### src/hw/rtl/assert_macros.svh
// assertion helpers for the rtl
`ifndef ASSERT_MACROS_SVH
`define ASSERT_MACROS_SVH

// same-cycle implication, checked out of reset
`define ASSERT_SAME(label, ante, cons, msg) \
    label: assert property (@(posedge clk) disable iff (!rst_n) (ante) |-> (cons)) \
        else $error(msg);

// next-cycle implication, checked out of reset
`define ASSERT_NEXT(label, ante, cons, msg) \
    label: assert property (@(posedge clk) disable iff (!rst_n) (ante) |=> (cons)) \
        else $error(msg);

`endif

### src/hw/rtl/swg_pkg.sv
`default_nettype none
package swg_pkg;

    // fraction bits of the sine before amplitude scaling
    localparam int SIN_FRAC = 16;
    localparam int SIN_W    = SIN_FRAC + 2;
    localparam int PROD_W   = SIN_W + 32;
    localparam int V_W      = 34;
    localparam int PR_W     = V_W + 25;
    localparam int N_W      = 43;

    // divider cell chain geometry
    localparam int DIV_BITS  = 4;
    localparam int DIV_CELLS = 15;
    localparam int NUM_W     = DIV_BITS * DIV_CELLS;
    localparam int DEN_W     = 24;
    localparam int AUX_W     = 16;

    // phase: frac of f * ms / 1000 in Q0.32 is (f * ms << 13) / 125
    localparam int PHASE_SHIFT = 13;
    localparam int PHASE_DEN   = 125;

    // exact division by 125: subtract the remainder, multiply by the
    // inverse of 125 modulo 2^32; the remainder comes from 7-bit chunks
    localparam int          PH_CHUNKS = 6;
    localparam logic [31:0] PHASE_INV = 32'd652835029;

    localparam int HORNER_CELLS = 6;
    localparam int LAT = DIV_CELLS + HORNER_CELLS + 12;

    // configuration register indexes
    typedef enum logic [2:0] {
        REG_FREQ     = 3'd0,
        REG_PHASE    = 3'd1,
        REG_AMP      = 3'd2,
        REG_OFFSET   = 3'd3,
        REG_DECIMALS = 3'd4
    } cfg_index_t;

    typedef struct packed {
        logic [31:0] time_seconds;
        logic [9:0]  time_millis;
    } time_t;

    typedef struct packed {
        logic signed [31:0] sample_value;
        logic               saturated;
    } sample_t;

    typedef struct packed {
        logic [NUM_W-1:0] num;
        logic [NUM_W-1:0] quo;
        logic [DEN_W-1:0] rem;
        logic [DEN_W-1:0] den;
        logic [AUX_W-1:0] aux;
    } div_cell_t;

    typedef struct packed {
        logic signed [31:0] acc;
        logic [30:0]        u;
        logic [30:0]        u2;
        logic [1:0]         quad;
    } horner_t;

    // taylor coefficients of sin(pi/2 * u), Q30
    function automatic logic signed [31:0] sin_coef(input logic [2:0] idx);
        logic signed [31:0] c;
        case (idx)
            3'd0:    c = 32'sd1686629713;
            3'd1:    c = -32'sd693598668;
            3'd2:    c = 32'sd85569306;
            3'd3:    c = -32'sd5026995;
            3'd4:    c = 32'sd172272;
            3'd5:    c = -32'sd3864;
            3'd6:    c = 32'sd61;
            default: c = 32'sd0;
        endcase
        return c;
    endfunction

    // 2^(7 * idx + 13) modulo 125, weight of one 7-bit chunk of f * ms
    function automatic logic [6:0] phase_weight(input logic [2:0] idx);
        logic [6:0] w;
        case (idx)
            3'd0:    w = 7'd67;
            3'd1:    w = 7'd76;
            3'd2:    w = 7'd103;
            3'd3:    w = 7'd59;
            3'd4:    w = 7'd52;
            3'd5:    w = 7'd31;
            default: w = 7'd0;
        endcase
        return w;
    endfunction

    function automatic logic [DEN_W-1:0] pow10(input logic [2:0] idx);
        logic [DEN_W-1:0] p;
        case (idx)
            3'd0:    p = DEN_W'(1);
            3'd1:    p = DEN_W'(10);
            3'd2:    p = DEN_W'(100);
            3'd3:    p = DEN_W'(1000);
            3'd4:    p = DEN_W'(10000);
            3'd5:    p = DEN_W'(100000);
            3'd6:    p = DEN_W'(1000000);
            default: p = DEN_W'(10000000);
        endcase
        return p;
    endfunction

    // (a * b) >> 30 truncated toward zero, b non-negative
    function automatic logic signed [33:0] mul_q30(input logic signed [31:0] a,
                                                   input logic [30:0] b);
        logic [31:0] a_mag;
        logic [62:0] p;
        logic [32:0] t;
        a_mag = a[31] ? 32'(-a) : 32'(a);
        p     = 63'(a_mag) * 63'(b);
        t     = p[62:30];
        return a[31] ? -$signed({1'b0, t}) : $signed({1'b0, t});
    endfunction

endpackage
`default_nettype wire

### src/hw/rtl/swg_horner_cell.sv
`default_nettype none
module swg_horner_cell import swg_pkg::*;
(
    input  wire logic               clk,
    input  wire logic               en,
    input  wire logic signed [31:0] coef,
    input  wire horner_t            din,
    output horner_t                 dout
);

    horner_t            cell_next;
    horner_t            cell_reg;
    logic signed [33:0] sum;

    // one horner step: acc = coef + acc * u^2
    always_comb
    begin
        sum           = 34'(coef) + mul_q30(din.acc, din.u2);
        cell_next     = din;
        cell_next.acc = sum[31:0];
    end

    always_ff @(posedge clk)
    begin
        if (en)
        begin
            cell_reg <= cell_next;
        end
    end

    assign dout = cell_reg;

endmodule
`default_nettype wire

### config.mk
export PLATFORM = sky130hd
export DESIGN_NAME = swg_horner_cell
export DESIGN_NICKNAME = d
export VERILOG_FILES = /design/src/hw/rtl/assert_macros.svh /design/src/hw/rtl/swg_pkg.sv /design/src/hw/rtl/swg_horner_cell.sv
export SDC_FILE = /design/constraint.sdc
export NUM_CORES = 2
export LEC_CHECK = 0
export ABC_AREA = 1
export BUFFER_PORTS_ARGS = -buffer_cell sky130_fd_sc_hd__buf_2
export CORE_ASPECT_RATIO = 1.4
export CORE_MARGIN = 2
export CORE_UTILIZATION = 25
export DETAILED_ROUTE_END_ITERATION = 8
export GPL_TIMING_DRIVEN = 1
export SKIP_CTS_REPAIR_TIMING = 1
export SLEW_MARGIN = 5
export SYNTH_ARGS = -nofsm -noshare
export SYNTH_HDL_FRONTEND = slang
export SYNTH_SLANG_ARGS = --single-unit
### constraint.sdc
create_clock -name clk -period 23.8 [get_ports clk]
set_input_delay 4.76 -clock clk [delete_from_list [all_inputs] [get_ports clk]]
set_output_delay 4.76 -clock clk [all_outputs]
set_load 0.02 [all_outputs]
==> results.toml <==
[run_status]
status = "completed"

[cells_and_area]
antenna_cells = 0
layout_common_cells = "nand2_1, inv_1, fa_1, nor2_1, ha_1"
fin_nets = 6250
area_growth_pct = 9.531
layout_commonest_cell = "nand2_1"
largest_register_ffs = 96
drive_gt1_frac = 0.07314

[drt]
viasPerCell = 4.591
route.detailed.drc = 0
drt-total-wl_um = 138300
detail-route-antenna-nets = 0
route.vias.total = 32330
dr.pass1.iters = 6
first_iter_violations = 2215
wl_per_cell_um = 19.64

[synthesis]
synth_adder_area_share = 0.5404
synth_warnings = 0
syn_nets = 6138
synthSimpleGateAreaFrac = 0.2103
async_reset_ff_frac = 0
synth-edff-count = 96
postSynthAreaPerCell_um2 = 7.941
yosys_register_bits = 96
postSynthCellCount = 4860
ys_types = 50
synth-seq-area-share = 0.07469
synth_top_family_by_area = "adder cells"
netlist_area_um2 = 38590
synthMuxAreaShare = 0
synth-compound-area-share = 0.03005
ys.flop_type = "edfxtp_1"
yosys.area_share.xor_xnor = 0.01520

[clock_tree]
clkSinkCount = 96
h-tree-depth = 3
cts_tree = "built"
cts_buffers = 9
clock_path_buffers = 2
clockRootBuffer = "clkbuf_16"
clk_pin_slew_worst_paths_ps = 70

[global_route]
met3_usage = 0.02800
grt_util_met2 = 0.3146
grt_pass1_wl_um = 211500
antenna_found_initial = 3
overflow = 0
grt_pass1_vias = 35230
use_met1 = 0.2049
grt_max_degree = 67
top_usage_layer = "met2"
grt_usage = 0.1803

[setup_path]
cp.required_ps = 24030
arrival_ps = 17790
cp_max_fo = 32
worst_setup_path_start_kind = "primary input"
cp-end-kind = "flip-flop"
path_class = "in -> reg"
crit_slowest_cell = "clkinv_1"
slowest_delay_ps = 910

[timing]
fin_crit_ps = 17560
hold_viol = 0
max_slew_margin = 0.2653
setup_viol = 0
setup_tns_ps = 0
finalCritPeriodShare = 0.7379
fmax_mhz = 56.94
rsz0062_at_grt = "false"
slew_violations = 0
worstMarginPinSlew_ps = 1102

[placement]
finalWeightedCongestion = 1.012
io_buffers = 225
dp_hpwl_um = 118500

[floorplan]
rows = 170
die_area_um2 = 157600
core_um2 = 153400
initial_core_util = 0.2517
die_h_um = 468.9
ios = 226
die_w_um = 336.1

[job]
cap_violations = 0

[hold_path]
min_path_type = "in -> reg"
-- cells by family after synthesis --
kind of cell | Yosys count
xor gates and xnor gates | 67
DFF | 96
adders and majority gates | 1148
buffers and inverters | 1325
and+or+nand+nor | 2013
AOI/OAI and AO/OA | 211
-- cell usage after synthesis, types with 12 or more instances --
master | n | area share
fa_1 | 865 | 0.45
or2_2 | 13 | 0.0021
nor2_1 | 639 | 0.062
nand2_1 | 1138 | 0.11
o21bai_1 | 13 | 0.0025
o21ai_0 | 61 | 0.0079
clkinv_1 | 23 | 0.0022
edfxtp_1 | 96 | 0.075
nor3_1 | 16 | 0.0021
inv_1 | 1126 | 0.11
nand4_1 | 28 | 0.0045
nand3_1 | 97 | 0.013
buf_2 | 12 | 0.0016
a21oi_1 | 107 | 0.014
ha_1 | 283 | 0.092
nand2_2 | 20 | 0.0032
xnor2_1 | 25 | 0.0057
xor2_1 | 42 | 0.0095
nor2_2 | 16 | 0.0026
clkbuf_1 | 144 | 0.014
-- area by class of cell --
| class | instances | area (µm²) |
|---|---|---|
| clock buffer | 9 | 225.2 |
| clock inverter | 7 | 61.31 |
| fill | 16670 | 111100 |
| inverter | 1157 | 4343 |
| multi-input combinational | 3439 | 30720 |
| sequential | 96 | 2883 |
| tap | 2064 | 2582 |
| timing repair buffer | 269 | 1459 |
-- routing by layer --
layer | part of all wire | vias up | wire (µm)
li1 | - | 14360 | -
met1 | 0.37 | 16230 | 51090
met2 | 0.49 | 1384 | 67880
met3 | 0.066 | 354 | 9185
met4 | 0.073 | 0 | 10130
met5 | 0 | - | 0
-- worst paths after layout --
kind     from                 end  slack [ps]  cells after the start
max   din[64]  dout[83]$_DFFE_PP_        6240                     51
min   din[59]  dout[59]$_DFFE_PP_        4500                      1
-- per-stage QoR --
stage / cells / util / hold slack, ps / cell area (µm²) / setup WS [ps]
2_1_floorplan: 4860 / - / 4859 / 38590 / 9460
6_report: 7041 / 0.2756 / 4496 / 42270 / 6239
3_5_place_dp: 7025 / 0.2738 / 4938 / 41990 / 5915
4_1_cts: 7041 / 0.2756 / 4434 / 42270 / 6311
5_1_grt: 7041 / 0.2756 / 4452 / 42270 / 5726
3_3_place_gp: 7025 / 0.2738 / 4937 / 41990 / 5816
-- worst max-delay path, delay by kind of cell --
kind                     cells  cell delay [ps]
AO/OA/AOI/OAI                5             1640
XOR/XNOR                     3             1190
buffers and inverters       14             2270
adder cells (fa/ha/maj)     12             5140
AND/OR/NAND/NOR             17             2720
Power is left out: the tool's default activity adds up to more than one toggle a clock period on the data nets, which glitch-free logic cannot reach.
